$ cat config.mk
export PLATFORM = sky130hd
export DESIGN_NAME = columnar_transposition_cipher_core
export DESIGN_NICKNAME = d
export VERILOG_FILES = /design/src/rtl/core/ctc_pkg.sv /design/src/rtl/core/ctc_buf.sv /design/src/rtl/core/ctc_queue.sv /design/src/rtl/core/ctc_front.sv /design/src/rtl/core/ctc_back.sv /design/src/rtl/core/columnar_transposition_cipher_core.sv
export VERILOG_INCLUDE_DIRS = /design/src /design/src/rtl/core
export SDC_FILE = /design/constraint.sdc
export NUM_CORES = 1
export LEC_CHECK = 0
export BUFFER_PORTS_ARGS = -buffer_cell sky130_fd_sc_hd__clkbuf_2
export CAP_MARGIN = 0
export CORE_MARGIN = 8
export CORE_UTILIZATION = 40
export CTS_BUF_LIST = sky130_fd_sc_hd__clkbuf_4 sky130_fd_sc_hd__clkbuf_8 sky130_fd_sc_hd__clkbuf_16
export DETAILED_ROUTE_END_ITERATION = 8
export GPL_TIMING_DRIVEN = 0
export PLACE_DENSITY = 0.6
export SYNTH_ARGS = -nofsm -noshare
export SYNTH_HDL_FRONTEND = slang
export SYNTH_SLANG_ARGS = --single-unit
$ cat constraint.sdc
create_clock -name clk_i -period 7.6 [get_ports clk_i]
set_input_delay 1.9 -clock clk_i [delete_from_list [all_inputs] [get_ports clk_i]]
set_output_delay 1.9 -clock clk_i [all_outputs]
set_load 0.02 [all_outputs]
$ cat src/rtl/core/columnar_transposition_cipher_core_defines.svh
// Assertion macros shared by the cipher core.
// Both expect clk_i and rst_ni in scope.
`ifndef COLUMNAR_TRANSPOSITION_CIPHER_CORE_DEFINES_SVH
`define COLUMNAR_TRANSPOSITION_CIPHER_CORE_DEFINES_SVH

// same-cycle implication
`define CTC_ASSERT_IMP(lbl, ante, cons) \
  lbl: assert property (@(posedge clk_i) disable iff (!rst_ni) (ante) |-> (cons)) \
    else $error("ctc: same-cycle check failed");

// next-cycle implication
`define CTC_ASSERT_NEXT(lbl, ante, cons) \
  lbl: assert property (@(posedge clk_i) disable iff (!rst_ni) (ante) |=> (cons)) \
    else $error("ctc: next-cycle check failed");

`endif

$ cat src/rtl/core/ctc_pkg.sv
package ctc_pkg;

  localparam int unsigned BufDepth   = 64;
  localparam int unsigned MaxKey     = 8;
  localparam int unsigned AddrW      = $clog2(BufDepth);
  localparam int unsigned CntW       = $clog2(BufDepth + 1);
  localparam int unsigned KlW        = 4;
  localparam int unsigned RankW      = 4;
  localparam int unsigned RanksW     = 32;
  localparam int unsigned KeyIdxW    = $clog2(MaxKey);
  localparam int unsigned OrdCntW    = KeyIdxW + 1;
  localparam int unsigned RecipShift = 10;
  localparam int unsigned RecipW     = RecipShift + 1;
  localparam int unsigned PosW       = 2 * CntW + 1;
  localparam int unsigned QPtrW      = 1;
  localparam int unsigned QDepth     = 1 << QPtrW;

  typedef logic [7:0] char_t;

  localparam char_t ChLowA   = 8'h61;
  localparam char_t ChLowZ   = 8'h7a;
  localparam char_t ChPadLo  = 8'h78;  // 'x'
  localparam char_t ChPadUp  = 8'h58;  // 'X'
  localparam char_t ChShift  = 8'd32;

  typedef enum logic [1:0] {
    CfgKeyLength   = 2'd0,
    CfgKeyRanks    = 2'd1,
    CfgDecryptMode = 2'd2
  } cfg_idx_e;

  typedef enum logic [2:0] {
    BIdle,
    BRows,
    BRank,
    BFill,
    BEmit
  } back_state_e;

  typedef struct packed {
    logic             en;
    logic [AddrW-1:0] addr;
    char_t            data;
  } buf_wr_t;

  typedef struct packed {
    logic [CntW-1:0]   n;
    logic              ov;
    logic [KlW-1:0]    kl;
    logic [RanksW-1:0] ranks;
    logic              dec;
  } job_t;

  // 0 acts as 1, anything above MaxKey as MaxKey
  function automatic logic [KlW-1:0] eff_len(input logic [KlW-1:0] k);
    logic [KlW-1:0] r;
    r = k;
    if (k == '0) r = KlW'(1);
    else if (k > KlW'(MaxKey)) r = KlW'(MaxKey);
    return r;
  endfunction

  // largest multiple of k that fits in the buffer
  function automatic logic [CntW-1:0] line_cap(input logic [KlW-1:0] k);
    logic [CntW-1:0] r;
    unique case (k)
      4'd1:    r = CntW'((BufDepth / 1) * 1);
      4'd2:    r = CntW'((BufDepth / 2) * 2);
      4'd3:    r = CntW'((BufDepth / 3) * 3);
      4'd4:    r = CntW'((BufDepth / 4) * 4);
      4'd5:    r = CntW'((BufDepth / 5) * 5);
      4'd6:    r = CntW'((BufDepth / 6) * 6);
      4'd7:    r = CntW'((BufDepth / 7) * 7);
      4'd8:    r = CntW'((BufDepth / 8) * 8);
      default: r = CntW'(BufDepth);
    endcase
    return r;
  endfunction

  // ceil(2^RecipShift / k); exact quotient for dividends below 128
  function automatic logic [RecipW-1:0] recip(input logic [KlW-1:0] k);
    logic [RecipW-1:0] r;
    unique case (k)
      4'd2:    r = RecipW'(((1 << RecipShift) + 1) / 2);
      4'd3:    r = RecipW'(((1 << RecipShift) + 2) / 3);
      4'd4:    r = RecipW'(((1 << RecipShift) + 3) / 4);
      4'd5:    r = RecipW'(((1 << RecipShift) + 4) / 5);
      4'd6:    r = RecipW'(((1 << RecipShift) + 5) / 6);
      4'd7:    r = RecipW'(((1 << RecipShift) + 6) / 7);
      4'd8:    r = RecipW'(((1 << RecipShift) + 7) / 8);
      default: r = RecipW'(1 << RecipShift);
    endcase
    return r;
  endfunction

endpackage

$ cat src/rtl/core/ctc_buf.sv
module ctc_buf (
  input  logic                        clk_i,
  input  ctc_pkg::buf_wr_t            wr_i,
  input  logic                        rd_en_i,
  input  logic [ctc_pkg::AddrW-1:0]   rd_addr_i,
  output ctc_pkg::char_t              rd_data_o
);

  ctc_pkg::char_t mem_q [ctc_pkg::BufDepth];
  ctc_pkg::char_t rd_data_q;

  always_ff @(posedge clk_i) begin
    if (wr_i.en) begin
      mem_q[wr_i.addr] <= wr_i.data;
    end
  end

  always_ff @(posedge clk_i) begin
    if (rd_en_i) begin
      rd_data_q <= mem_q[rd_addr_i];
    end
  end

  assign rd_data_o = rd_data_q;

endmodule

$ cat src/rtl/core/ctc_queue.sv
module ctc_queue (
  input  logic          clk_i,
  input  logic          rst_ni,
  input  logic          push_i,
  input  ctc_pkg::job_t job_i,
  input  logic          pop_i,
  output ctc_pkg::job_t job_o,
  output logic          empty_o,
  output logic          full_o
);

  ctc_pkg::job_t                ent_q [ctc_pkg::QDepth];
  logic [ctc_pkg::QPtrW-1:0]    wp_q, wp_d, rp_q, rp_d;
  logic [ctc_pkg::QPtrW:0]      cnt_q, cnt_d;

  always_comb begin
    wp_d  = push_i ? wp_q + ctc_pkg::QPtrW'(1) : wp_q;
    rp_d  = pop_i ? rp_q + ctc_pkg::QPtrW'(1) : rp_q;
    cnt_d = cnt_q + (ctc_pkg::QPtrW + 1)'(push_i) - (ctc_pkg::QPtrW + 1)'(pop_i);
  end

  always_ff @(posedge clk_i or negedge rst_ni) begin
    if (!rst_ni) begin
      wp_q  <= '0;
      rp_q  <= '0;
      cnt_q <= '0;
    end else begin
      wp_q  <= wp_d;
      rp_q  <= rp_d;
      cnt_q <= cnt_d;
    end
  end

  always_ff @(posedge clk_i) begin
    if (push_i) begin
      ent_q[wp_q] <= job_i;
    end
  end

  assign job_o   = ent_q[rp_q];
  assign empty_o = (cnt_q == '0);
  assign full_o  = (cnt_q == (ctc_pkg::QPtrW + 1)'(ctc_pkg::QDepth));

endmodule

$ cat src/rtl/core/ctc_front.sv
module ctc_front (
  input  logic                         clk_i,
  input  logic                         rst_ni,
  input  logic                         accept_i,
  input  logic                         cfg_we_i,
  input  logic [1:0]                   cfg_idx_i,
  input  logic [ctc_pkg::RanksW-1:0]   cfg_data_i,
  input  ctc_pkg::char_t               char_in_i,
  input  logic                         has_char_i,
  input  logic                         line_end_i,
  output ctc_pkg::buf_wr_t             buf_wr_o,
  output logic                         push_o,
  output ctc_pkg::job_t                job_o
);

  logic [ctc_pkg::KlW-1:0]    key_len_q;
  logic [ctc_pkg::RanksW-1:0] ranks_q;
  logic                       dec_q;
  logic [ctc_pkg::CntW-1:0]   stored_q, stored_d;
  logic                       dropped_q, dropped_d;

  logic [ctc_pkg::KlW-1:0]  kl;
  logic [ctc_pkg::CntW-1:0] cap, stored_new, n;
  logic                     keep, do_wr, dropped_new, over;

  always_comb begin
    kl          = ctc_pkg::eff_len(key_len_q);
    cap         = ctc_pkg::line_cap(kl);
    keep        = accept_i && has_char_i &&
                  (dec_q || (char_in_i >= ctc_pkg::ChLowA && char_in_i <= ctc_pkg::ChLowZ));
    do_wr       = keep && (stored_q < cap);
    stored_new  = stored_q + ctc_pkg::CntW'(do_wr);
    dropped_new = dropped_q || (keep && !do_wr);
    // key length may have shrunk the capacity mid-line
    over        = stored_new > cap;
    n           = over ? cap : stored_new;

    buf_wr_o.en   = do_wr;
    buf_wr_o.addr = stored_q[ctc_pkg::AddrW-1:0];
    buf_wr_o.data = char_in_i;

    push_o      = accept_i && line_end_i && (n != '0);
    job_o.n     = n;
    job_o.ov    = dropped_new || over;
    job_o.kl    = kl;
    job_o.ranks = ranks_q;
    job_o.dec   = dec_q;

    if (accept_i && line_end_i) begin
      stored_d  = '0;
      dropped_d = 1'b0;
    end else begin
      stored_d  = stored_new;
      dropped_d = dropped_new;
    end
  end

  always_ff @(posedge clk_i or negedge rst_ni) begin
    if (!rst_ni) begin
      key_len_q <= ctc_pkg::KlW'(5);
      ranks_q   <= ctc_pkg::RanksW'(32'h0005_4321);
      dec_q     <= 1'b0;
      stored_q  <= '0;
      dropped_q <= 1'b0;
    end else begin
      stored_q  <= stored_d;
      dropped_q <= dropped_d;
      if (cfg_we_i) begin
        unique case (cfg_idx_i)
          ctc_pkg::CfgKeyLength:   key_len_q <= cfg_data_i[ctc_pkg::KlW-1:0];
          ctc_pkg::CfgKeyRanks:    ranks_q   <= cfg_data_i;
          ctc_pkg::CfgDecryptMode: dec_q     <= cfg_data_i[0];
          default: ;
        endcase
      end
    end
  end

endmodule

$ cat src/rtl/core/ctc_back.sv
module ctc_back (
  input  logic                        clk_i,
  input  logic                        rst_ni,
  input  logic                        q_empty_i,
  input  ctc_pkg::job_t               job_i,
  output logic                        pop_o,
  output logic                        active_o,
  output logic                        rd_en_o,
  output logic [ctc_pkg::AddrW-1:0]   rd_addr_o,
  input  ctc_pkg::char_t              rd_data_i,
  output ctc_pkg::char_t              char_out_o,
  output logic                        last_o,
  output logic                        overflow_o,
  output logic                        valid_o
);

  localparam int unsigned CntW    = ctc_pkg::CntW;
  localparam int unsigned KeyIdxW = ctc_pkg::KeyIdxW;
  localparam int unsigned MaxKey  = ctc_pkg::MaxKey;

  ctc_pkg::back_state_e state_q, state_d;
  ctc_pkg::job_t        job_q;

  logic [CntW-1:0]             rows_q, rows_d;
  logic [ctc_pkg::RankW-1:0]   rank_q;
  logic [ctc_pkg::OrdCntW-1:0] ocnt_q;
  logic [MaxKey-1:0]           used_q;
  logic [KeyIdxW-1:0]          order_q [MaxKey];
  logic [KeyIdxW-1:0]          slot_q  [MaxKey];
  logic [CntW-1:0]             inner_q, outer_q;

  logic s1_valid_q, s1_pad_q, s1_last_q, s1_dec_q, s1_ov_q;
  logic valid_q, last_q, ov_q;
  ctc_pkg::char_t char_q;

  // control from the sequencer
  logic do_load, do_rows, do_find, do_emit, fill_mode;

  // column picker
  logic [MaxKey-1:0]  cand;
  logic               found;
  logic [KeyIdxW-1:0] pick;

  // row count and address generation
  logic [CntW-1:0]                     div_x;
  logic [CntW+ctc_pkg::RecipW-1:0]     div_p;
  logic [CntW-1:0]                     inner_lim, outer_lim, op_a, op_b, op_c;
  logic                                inner_end, outer_end;
  logic [2*CntW-1:0]                   mul;
  logic [ctc_pkg::PosW-1:0]            pos;
  logic                                pad;

  always_comb begin
    for (int j = 0; j < MaxKey; j++) begin
      cand[j] = (ctc_pkg::KlW'(j) < job_q.kl) && !used_q[j] &&
                (fill_mode || job_q.ranks[ctc_pkg::RankW*j +: ctc_pkg::RankW] == rank_q);
    end
    found = |cand;
    pick  = '0;
    for (int j = int'(MaxKey) - 1; j >= 0; j--) begin
      if (cand[j]) pick = KeyIdxW'(j);
    end
  end

  always_comb begin
    div_x  = job_q.n + CntW'(job_q.kl) - CntW'(1);
    div_p  = div_x * ctc_pkg::recip(job_q.kl);
    rows_d = div_p[ctc_pkg::RecipShift +: CntW];
  end

  // encrypt walks columns in rank order then rows; decrypt walks rows then columns
  always_comb begin
    inner_lim = job_q.dec ? CntW'(job_q.kl) : rows_q;
    outer_lim = job_q.dec ? rows_q : CntW'(job_q.kl);
    inner_end = (inner_q == inner_lim - CntW'(1));
    outer_end = (outer_q == outer_lim - CntW'(1));
    op_a      = job_q.dec ? CntW'(slot_q[inner_q[KeyIdxW-1:0]]) : inner_q;
    op_b      = job_q.dec ? rows_q : CntW'(job_q.kl);
    op_c      = job_q.dec ? outer_q : CntW'(order_q[outer_q[KeyIdxW-1:0]]);
    mul       = op_a * op_b;
    pos       = {1'b0, mul} + ctc_pkg::PosW'(op_c);
    pad       = pos >= ctc_pkg::PosW'(job_q.n);
  end

  always_comb begin
    state_d = state_q;
    unique case (state_q)
      ctc_pkg::BIdle: if (!q_empty_i) state_d = ctc_pkg::BRows;
      ctc_pkg::BRows: state_d = ctc_pkg::BRank;
      ctc_pkg::BRank: if (rank_q == job_q.kl) state_d = ctc_pkg::BFill;
      ctc_pkg::BFill: if (!found) state_d = ctc_pkg::BEmit;
      ctc_pkg::BEmit: if (inner_end && outer_end) state_d = ctc_pkg::BIdle;
      default:        state_d = ctc_pkg::BIdle;
    endcase
  end

  always_comb begin
    do_load   = 1'b0;
    do_rows   = 1'b0;
    do_find   = 1'b0;
    do_emit   = 1'b0;
    fill_mode = 1'b0;
    unique case (state_q)
      ctc_pkg::BIdle: do_load = !q_empty_i;
      ctc_pkg::BRows: do_rows = 1'b1;
      ctc_pkg::BRank: do_find = found;
      ctc_pkg::BFill: begin
        fill_mode = 1'b1;
        do_find   = found;
      end
      ctc_pkg::BEmit: do_emit = 1'b1;
      default: ;
    endcase
  end

  always_ff @(posedge clk_i or negedge rst_ni) begin
    if (!rst_ni) begin
      state_q    <= ctc_pkg::BIdle;
      s1_valid_q <= 1'b0;
      valid_q    <= 1'b0;
    end else begin
      state_q    <= state_d;
      s1_valid_q <= do_emit;
      valid_q    <= s1_valid_q;
    end
  end

  always_ff @(posedge clk_i) begin
    if (do_load) begin
      job_q <= job_i;
    end
    if (do_rows) begin
      rows_q  <= rows_d;
      rank_q  <= ctc_pkg::RankW'(1);
      ocnt_q  <= '0;
      used_q  <= '0;
      inner_q <= '0;
      outer_q <= '0;
    end
    if (state_q == ctc_pkg::BRank) begin
      rank_q <= rank_q + ctc_pkg::RankW'(1);
    end
    if (do_find) begin
      order_q[ocnt_q[KeyIdxW-1:0]] <= pick;
      slot_q[pick]                 <= ocnt_q[KeyIdxW-1:0];
      used_q[pick]                 <= 1'b1;
      ocnt_q                       <= ocnt_q + ctc_pkg::OrdCntW'(1);
    end
    if (do_emit) begin
      if (inner_end) begin
        inner_q <= '0;
        outer_q <= outer_q + CntW'(1);
      end else begin
        inner_q <= inner_q + CntW'(1);
      end
    end
    s1_pad_q  <= pad;
    s1_last_q <= inner_end && outer_end;
    s1_dec_q  <= job_q.dec;
    s1_ov_q   <= job_q.ov;
    last_q    <= s1_last_q;
    ov_q      <= s1_ov_q;
    if (s1_pad_q) begin
      char_q <= s1_dec_q ? ctc_pkg::ChPadLo : ctc_pkg::ChPadUp;
    end else begin
      char_q <= s1_dec_q ? rd_data_i + ctc_pkg::ChShift : rd_data_i - ctc_pkg::ChShift;
    end
  end

  assign pop_o      = do_load;
  assign active_o   = (state_q != ctc_pkg::BIdle);
  assign rd_en_o    = do_emit;
  assign rd_addr_o  = pos[ctc_pkg::AddrW-1:0];
  assign char_out_o = char_q;
  assign last_o     = last_q;
  assign overflow_o = ov_q;
  assign valid_o    = valid_q;

endmodule

$ cat src/rtl/core/columnar_transposition_cipher_core.sv
// Keyed columnar transposition of text lines. While busy is low one character
// request is taken per cycle (start high); the line buffer holds 64 characters.
// A request with line_end closes the line: if it holds any characters, busy
// rises the next cycle and stays high while the back end sets up and walks the
// buffer. Setup is a queue pop, a row count, a step per rank, a step for each
// column that no rank picks and a closing scan; then one buffer read per cycle
// yields one result, rows*key_length results in all, each registered in the
// buffer's read register and then the output register. The buffer's single read
// port sets the output rate of one character per cycle. Results are strobed on
// result_valid_o for exactly one cycle and cannot be held off by the receiver.
`include "columnar_transposition_cipher_core_defines.svh"

module columnar_transposition_cipher_core (
  input  logic                       clk_i,
  input  logic                       rst_ni,
  input  logic                       start,
  output logic                       busy,
  input  logic                       cfg_we_i,
  input  logic [1:0]                 cfg_idx_i,
  input  logic [ctc_pkg::RanksW-1:0] cfg_data_i,
  input  logic [7:0]                 char_in_i,
  input  logic                       has_char_i,
  input  logic                       line_end_i,
  output logic [7:0]                 char_out_o,
  output logic                       last_o,
  output logic                       overflow_o,
  output logic                       result_valid_o
);

  ctc_pkg::buf_wr_t            buf_wr;
  ctc_pkg::job_t               job_in, job_out;
  ctc_pkg::char_t              rd_data;
  logic [ctc_pkg::AddrW-1:0]   rd_addr;
  logic                        accept, push, pop, q_empty, q_full, back_active, rd_en;

  assign accept = start && !busy;
  assign busy   = !q_empty || back_active;

  ctc_front u_front (
    .clk_i      (clk_i),
    .rst_ni     (rst_ni),
    .accept_i   (accept),
    .cfg_we_i   (cfg_we_i),
    .cfg_idx_i  (cfg_idx_i),
    .cfg_data_i (cfg_data_i),
    .char_in_i  (char_in_i),
    .has_char_i (has_char_i),
    .line_end_i (line_end_i),
    .buf_wr_o   (buf_wr),
    .push_o     (push),
    .job_o      (job_in)
  );

  ctc_queue u_queue (
    .clk_i   (clk_i),
    .rst_ni  (rst_ni),
    .push_i  (push),
    .job_i   (job_in),
    .pop_i   (pop),
    .job_o   (job_out),
    .empty_o (q_empty),
    .full_o  (q_full)
  );

  ctc_buf u_buf (
    .clk_i     (clk_i),
    .wr_i      (buf_wr),
    .rd_en_i   (rd_en),
    .rd_addr_i (rd_addr),
    .rd_data_o (rd_data)
  );

  ctc_back u_back (
    .clk_i      (clk_i),
    .rst_ni     (rst_ni),
    .q_empty_i  (q_empty),
    .job_i      (job_out),
    .pop_o      (pop),
    .active_o   (back_active),
    .rd_en_o    (rd_en),
    .rd_addr_o  (rd_addr),
    .rd_data_i  (rd_data),
    .char_out_o (char_out_o),
    .last_o     (last_o),
    .overflow_o (overflow_o),
    .valid_o    (result_valid_o)
  );

  `CTC_ASSERT_NEXT(a_push_busy, push, busy)
  `CTC_ASSERT_IMP(a_wr_back_idle, buf_wr.en, !back_active)
  `CTC_ASSERT_IMP(a_push_room, push, !q_full)
  `CTC_ASSERT_NEXT(a_last_gap, result_valid_o && last_o, !result_valid_o)

endmodule
==> metrics.yaml, run 1 <==
run_status:
  status: "finished clean"
pwr:
  peakVddDrop_v: 0.000353
  finalPower_mw: 18.5
  powerDensity_mw_per_mm2: 445
  p_leak_nw: 14.7
grt:
  antenna_found_initial: 0
  grt-ovfl-total: 0
  grt_max_degree: 67
  grt_pass1_vias: 20200
  grt_first_pass_wirelength_um: 125000
  track_usage_pct: 16.1
logic_synthesis:
  synth_common_cells: "edfxtp_1 (724), mux4_2 (180), inv_1 (148)"
  ys_seq_area_share_pct: 64.8
  synth-seq-cells: 810
  synth_area_leaders: "edfxtp_1 (59%), mux4_2 (11%), fa_1 (4.1%), ha_1 (3.8%), dfrtp_1 (3.1%)"
  synth_top_area_share_pct: 59.4
  async_reset_ff_share_pct: 6.67
  yosysUniqueCellTypes: 67
  netlist.top_cell.by_area: "edfxtp_1"
  postSynthAreaPerCell_sq_um: 16.6
  yosys_warnings: 0
  netlist_instances: 2202
  synth_ff_type: "edfxtp_1"
  yosysMostFrequentCell: "edfxtp_1"
  synth-edff-count: 724
  syn_area_sq_mm: 0.0366
clock_tree:
  clkTransAtPathRegs_ns: 0.06
  cts_sinks: 810
  cts_root_buffer: "clkbuf_16"
  cts_tree: "built"
  postCtsSetupRepairBufs: 0
  cts_resized: 0
  cts_buffers: 85
  cts_hold_buf: 0
  cts-htree-levels: 3
  cts_buffer_depth: 3
  clkLatencyLatePin_ns: 0.65
timing:
  relSlewSlack_pct: 15.2
  slew_violations: 0
  rsz0062_at_grt: "false"
  clock_skew_ns: 0.0251
  max_freq_mhz: 140
  worst_hold_slack_ns: 0.324
  fin_crit_sh_pct: 93.7
  finalSetupViolCount: 0
  layout_min_cycle_time_ns: 7.12
  worstMarginPinSlew_ns: 1.27
  hold_violations: 0
die:
  design.core.area_sq_mm: 0.0912
  die_h_um: 319
  dieArea_sq_mm: 0.102
  die_w_um: 319
  start_util_pct: 40.1
  io_pins: 60
  rows: 111
critical_path:
  cp-start-kind: "register"
  cp.required_ns: 8.09
  critical_path_class: "register to register"
  arrival_ns: 7.62
  end_kind: "register"
  critPathMaxFanout: 9
flow_run:
  maxCapViolations: 0
routing:
  final_antenna_net_count: 0
  first_pass_iters: 5
  vias: 19300
  drt_iter0_markers: 1505
  viasPerCell: 5.31
  wl_um: 81700
  drc: 0
  routedWlPerCell_um: 22.5
place:
  hpwl_um: 56300
  port_buffers: 59
  gp_congestion: 0.850
finish:
  drive_above_1_share_pct: 21.9
  area_growth_pct: 13.3
  fin_nets: 2609
hold_path:
  hold_path_class: "register to register"
## power by group
group / switching, mW / internal (mW) / total, mW
Clock: 1.72 / 2.32 / 4.04
Sequential: 0.201 / 5.42 / 5.62
Combinational: 4.84 / 3.98 / 8.82
## flip-flops by register name, indices dropped and copies added, names as in the netlist, 7 cells and up, named ones only
| name | count |
|---|---|
| u_back.rows_q | 7 |
| u_back.char_out_o | 8 |
| u_front.stored_q | 7 |
| u_queue.ent_q | 90 |
| u_back.slot_q | 24 |
| u_back.inner_q | 7 |
| u_back.job_q | 45 |
| u_back.outer_q | 7 |
| u_back.order_q | 24 |
| u_back.used_q | 8 |
| u_buf.mem_q | 512 |
| u_front.ranks_q | 32 |
| u_buf.rd_data_o | 8 |
## cell type report
class	instances	area [sq um]
clock inverter	39	319
tap	1186	1480
buffer	91	388
multi-input combinational	1163	12000
sequential	810	23700
clock buffer	117	2420
fill	7807	49800
inverter	149	559
antenna	2	5.00
timing repair buffer	76	562
## critical path: stages, from the launching register on
cell       delay, ns
dfxtp_1         0.32
clkbuf_1        0.41
mux4_2          0.57
mux2i_1         0.34
nor2_1          0.15
a21oi_1         0.35
nor2_1          0.13
fa_1            0.44
inv_1           0.09
fa_1            0.39
inv_1           0.07
ha_1            0.11
inv_1           0.05
fa_1            0.53
inv_1           0.05
ha_1            0.36
xor2_1          1.01
ha_1            0.42
a21o_1          0.16
a21oi_1         0.13
o21ai_0         0.19
a2111oi_0       0.54
nand4b_1        0.19
## per-stage QoR
stage / setup slack, ns / instance area (sq um) / utilization [%] / setup TNS [ns] / std cells
5_1_grt: 0.0505 / 41500 / 45.5 / 0 / 3631
4_1_cts: 0.194 / 41300 / 45.3 / 0 / 3624
2_1_floorplan: 0.101 / 36700 / - / 0 / 2213
3_5_place_dp: -0.456 / 38600 / 42.3 / -20.55 / 3468
3_3_place_gp: -2.83 / 38400 / 42.1 / -206.15 / 3458
6_report: 0.476 / 41500 / 45.5 / 0 / 3633
## routing by layer
| layer | GRT usage, % | share of wire [%] | wire length [um] |
|---|---|---|---|
| met2 | 27.1 | 49 | 40400 |
| met3 | 2.43 | 4.6 | 3740 |
| met4 | 4.46 | 2.5 | 2060 |
| met5 | 0 | 0 | 0 |
| met1 | 21.8 | 43 | 35500 |
## layout by cell type (no fill, tap or decap), drive strengths merged, types with 45 or more instances in the layout
cell and n:
edfxtp 724, clkbuf 219, mux4 180, inv 152, nor2 147, nand2 115
ha 110, mux2 82, fa 75, xnor2 68, buf 65, dfrtp 45
## kinds of logic after synthesis
family                   share of synthesized area (%)
AO/OA/AOI/OAI                                     2.65
other                                           0.0205
flip-flops                                        64.8
adder cells (fa/ha/maj)                           7.86
multiplexers                                      14.1
buffers and inverters                             2.59
AND/OR/NAND/NOR                                   5.62
XOR/XNOR                                          2.39
## path summary, 6_finish.rpt
check	startpoint	endpoint	slack [ns]	cells past startpoint
max	register	u_back.s1_pad_q$_DFF_P_	0.48	22
min	u_back.s1_ov_q$_DFF_P_	u_back.overflow_o$_DFF_P_	0.32	0
max reg2reg	register	u_back.s1_pad_q$_DFF_P_	0.48	22
min reg2reg	u_back.s1_ov_q$_DFF_P_	u_back.overflow_o$_DFF_P_	0.32	0
max in group asynchronous	rst_ni	u_back.state_q[0]$_DFFE_PN0P_	5.62	1
min in group asynchronous	rst_ni	u_front.ranks_q[22]$_DFFE_PN0P_	1.38	1
Note: power is estimated with default switching activity, not from simulation.
==> run 2: changes to the inputs <==
--- a/config.mk
+++ b/config.mk
@@ -13,7 +13,7 @@
 export CTS_BUF_LIST = sky130_fd_sc_hd__clkbuf_4 sky130_fd_sc_hd__clkbuf_8 sky130_fd_sc_hd__clkbuf_16
 export DETAILED_ROUTE_END_ITERATION = 8
 export GPL_TIMING_DRIVEN = 0
-export PLACE_DENSITY = 0.6
+export PLACE_DENSITY = 0.57
 export SYNTH_ARGS = -nofsm -noshare
 export SYNTH_HDL_FRONTEND = slang
 export SYNTH_SLANG_ARGS = --single-unit
==> run 2 against run 1 <==
Compared with the run above:
- sequential power is essentially flat
- global-route usage is 0.070 points lower
- non-clock buffer count did not move
- critical path depth increased by 2
- clock skew is 0.029 ns higher
- utilization increased by 0.23 points
- total power up 0.66%
- maximum frequency barely moved
- setup slack about the same
- first-iteration DRC count decreased by 1.5%
- via count is 0.70% lower
- count of clock-buffer cells in the layout is 1 higher
- highest routed layer unchanged
==> metrics.yaml, run 2 (synthesis gave the netlist of run 1 again) <==
die:
  start_util_pct: 40.1  # unchanged
  design.core.area_sq_mm: 0.0912  # unchanged
  die_w_um: 319  # unchanged
  io_pins: 60  # unchanged
  rows: 111  # unchanged
  dieArea_sq_mm: 0.102  # unchanged
  die_h_um: 319  # unchanged
critical_path:
  cp.required_ns: 7.96  # was 8.09 ns
  reg2reg_slack_ns: 0.48  # about the same
  arrival_ns: 7.49  # was 7.62 ns
  end_kind: "register"  # unchanged
  critPathMaxFanout: 10  # was 9
  critical_path_class: "register to register"  # unchanged
  cp-start-kind: "register"  # unchanged
finish:
  area_growth_pct: 13.8  # was 13.3%
  largest_reg_flops: 512  # unchanged
  fin_area_sq_mm: 0.0417  # was 0.0415 sq mm
  layout_commonest_cell: "edfxtp_1"  # unchanged
  diodes: 0  # was 2
  reg.largest.list: "u_buf.mem_q x512, u_queue.ent_q x90, u_back.job_q x45"  # unchanged
  fin_cells: 3639  # was 3633
  layout_common_cells: "edfxtp_1 (724), mux4_2 (180), inv_1 (148)"  # unchanged
  fin_nets: 2611  # was 2609
  largest_register: "u_buf.mem_q"  # unchanged
  drive_above_1_share_pct: 22.0  # was 21.9%
grt:
  track_usage_pct: 16.0  # was 16.1%
  grt_pass1_vias: 20200  # unchanged
  antenna_found_initial: 1  # was 0
  grt_max_degree: 67  # unchanged
  grt_first_pass_wirelength_um: 125000  # about the same
  grt-ovfl-total: 0  # unchanged
clock_tree:
  cts-htree-levels: 3  # unchanged
  cts_sinks: 810  # unchanged
  cts_root_buffer: "clkbuf_16"  # unchanged
  clkTransAtPathRegs_ns: 0.06  # about the same
  postCtsSetupRepairBufs: 0  # unchanged
  cts_buffer_depth: 3  # unchanged
  cts_tree: "built"  # unchanged
  cts_buffers: 87  # was 85
  clkLatencyLatePin_ns: 0.66  # was 0.65 ns
  cts_hold_buf: 0  # unchanged
timing:
  hold_violations: 0  # unchanged
  finalSetupViolCount: 0  # unchanged
  rsz0062_at_grt: "false"  # unchanged
  relSlewSlack_pct: 6.01  # was 15.2%
  clock_skew_ns: 0.0538  # was 0.0251 ns
  fin_crit_sh_pct: 93.7  # about the same
  slew_violations: 0  # unchanged
  layout_min_cycle_time_ns: 7.12  # about the same
  worstMarginPinSlew_ns: 1.40  # was 1.27 ns
  setup_slack_ns: 0.476  # about the same
  max_freq_mhz: 140  # about the same
routing:
  first_pass_iters: 5  # unchanged
  drt_iter0_markers: 1482  # was 1505
  final_antenna_net_count: 0  # unchanged
  wl_um: 81300  # was 81700 um
  routedWlPerCell_um: 22.3  # was 22.5 um
  drc: 0  # unchanged
  vias: 19200  # was 19300
  viasPerCell: 5.26  # was 5.31
place:
  dpl_cell_area_sq_mm: 0.0386  # about the same
  port_buffers: 59  # unchanged
  place_inst: 3467  # was 3468
  gp_congestion: 0.841  # was 0.850
  post-place-ws_ns: -0.379  # was -0.456 ns
  hpwl_um: 56400  # was 56300 um
pwr:
  p_leak_nw: 14.8  # was 14.7 nW
  peakVddDrop_v: 0.000335  # was 0.000353 V
  finalPower_mw: 18.6  # was 18.5 mW
  powerDensity_mw_per_mm2: 446  # was 445 mW/mm^2
flow_run:
  maxCapViolations: 0  # unchanged
run_status:
  status: "finished clean"  # unchanged
hold_path:
  hold_path_class: "register to register"  # unchanged
## run 2: per-stage QoR
stage	setup TNS, ns	util, %	hold WS (ns)
after global routing	0	45.7	0.340
after global placement	-218.74	42.1	0.315
after floorplan	0	-	0.310
after CTS	0	45.5	0.338
final	0	45.7	0.334
after detailed placement	-22.98	42.3	0.324
## run 2: final timing paths
path,start,to,cells after the start
setup / recovery,u_back.job_q[36]$_DFFE_PP_,u_back.rows_q[6]$_DFFE_PP_,24
hold / removal,u_back.s1_last_q$_DFF_P_,u_back.last_o$_DFF_P_,0
setup reg to reg,u_back.job_q[36]$_DFFE_PP_,u_back.rows_q[6]$_DFFE_PP_,24
hold reg to reg,u_back.s1_last_q$_DFF_P_,u_back.last_o$_DFF_P_,0
max in group asynchronous,rst_ni,u_back.s1_valid_q$_DFF_PN0_,1
min in group asynchronous,rst_ni,u_front.ranks_q[21]$_DFFE_PN0P_,1
## run 2: final cells by class
type	count	area, sq um
Timing Repair Buffer	76	554
Buffer	91	388
Clock buffer	118	2460
Fill cell	7821	49500
Sequential cell	810	23700
Multi-Input combinational cell	1163	12000
Clock inverter	46	500
Tap cell	1186	1480
Inverter	149	559
## run 2: what timing repair did
action                                 in CTS  in global routing
gates resized for setup                     0                  1
setup endpoints to repair                   0                  1
endpoints found under the hold margin       0                  0
## run 2: worst max-delay path, cell delays in order (launching register included)
cell,delay [ns]
edfxtp_1,0.32
clkbuf_1,0.41
inv_1,0.32
ha_1,0.36
inv_1,0.04
ha_1,0.36
nand2_1,0.07
o211ai_1,0.16
a21oi_1,0.11
xnor2_1,0.73
nand2_1,0.26
fa_1,0.46
fa_1,0.51
inv_1,0.05
fa_1,0.49
inv_1,0.06
fa_1,0.48
inv_1,0.04
ha_1,0.28
a21o_1,0.20
a311oi_1,0.42
o31ai_1,0.22
a21o_1,0.23
a21oi_1,0.17
xnor2_1,0.09
## run 2: power by group
part | switching, mW | internal, mW | total, mW
Sequential | 0.201 | 5.42 | 5.62
Combinational | 4.79 | 3.94 | 8.73
Clock | 1.75 | 2.50 | 4.25
Total | 6.74 | 11.9 | 18.6
## run 2: layer usage
layer | GRT usage, % | vias up | share of wire, %
met5 | 0 | - | 0
met4 | 5.55 | 0 | 3.4
met3 | 3.08 | 138 | 5.8
met2 | 27.0 | 513 | 49
met1 | 20.7 | 9843 | 42
li1 | - | 8664 | -
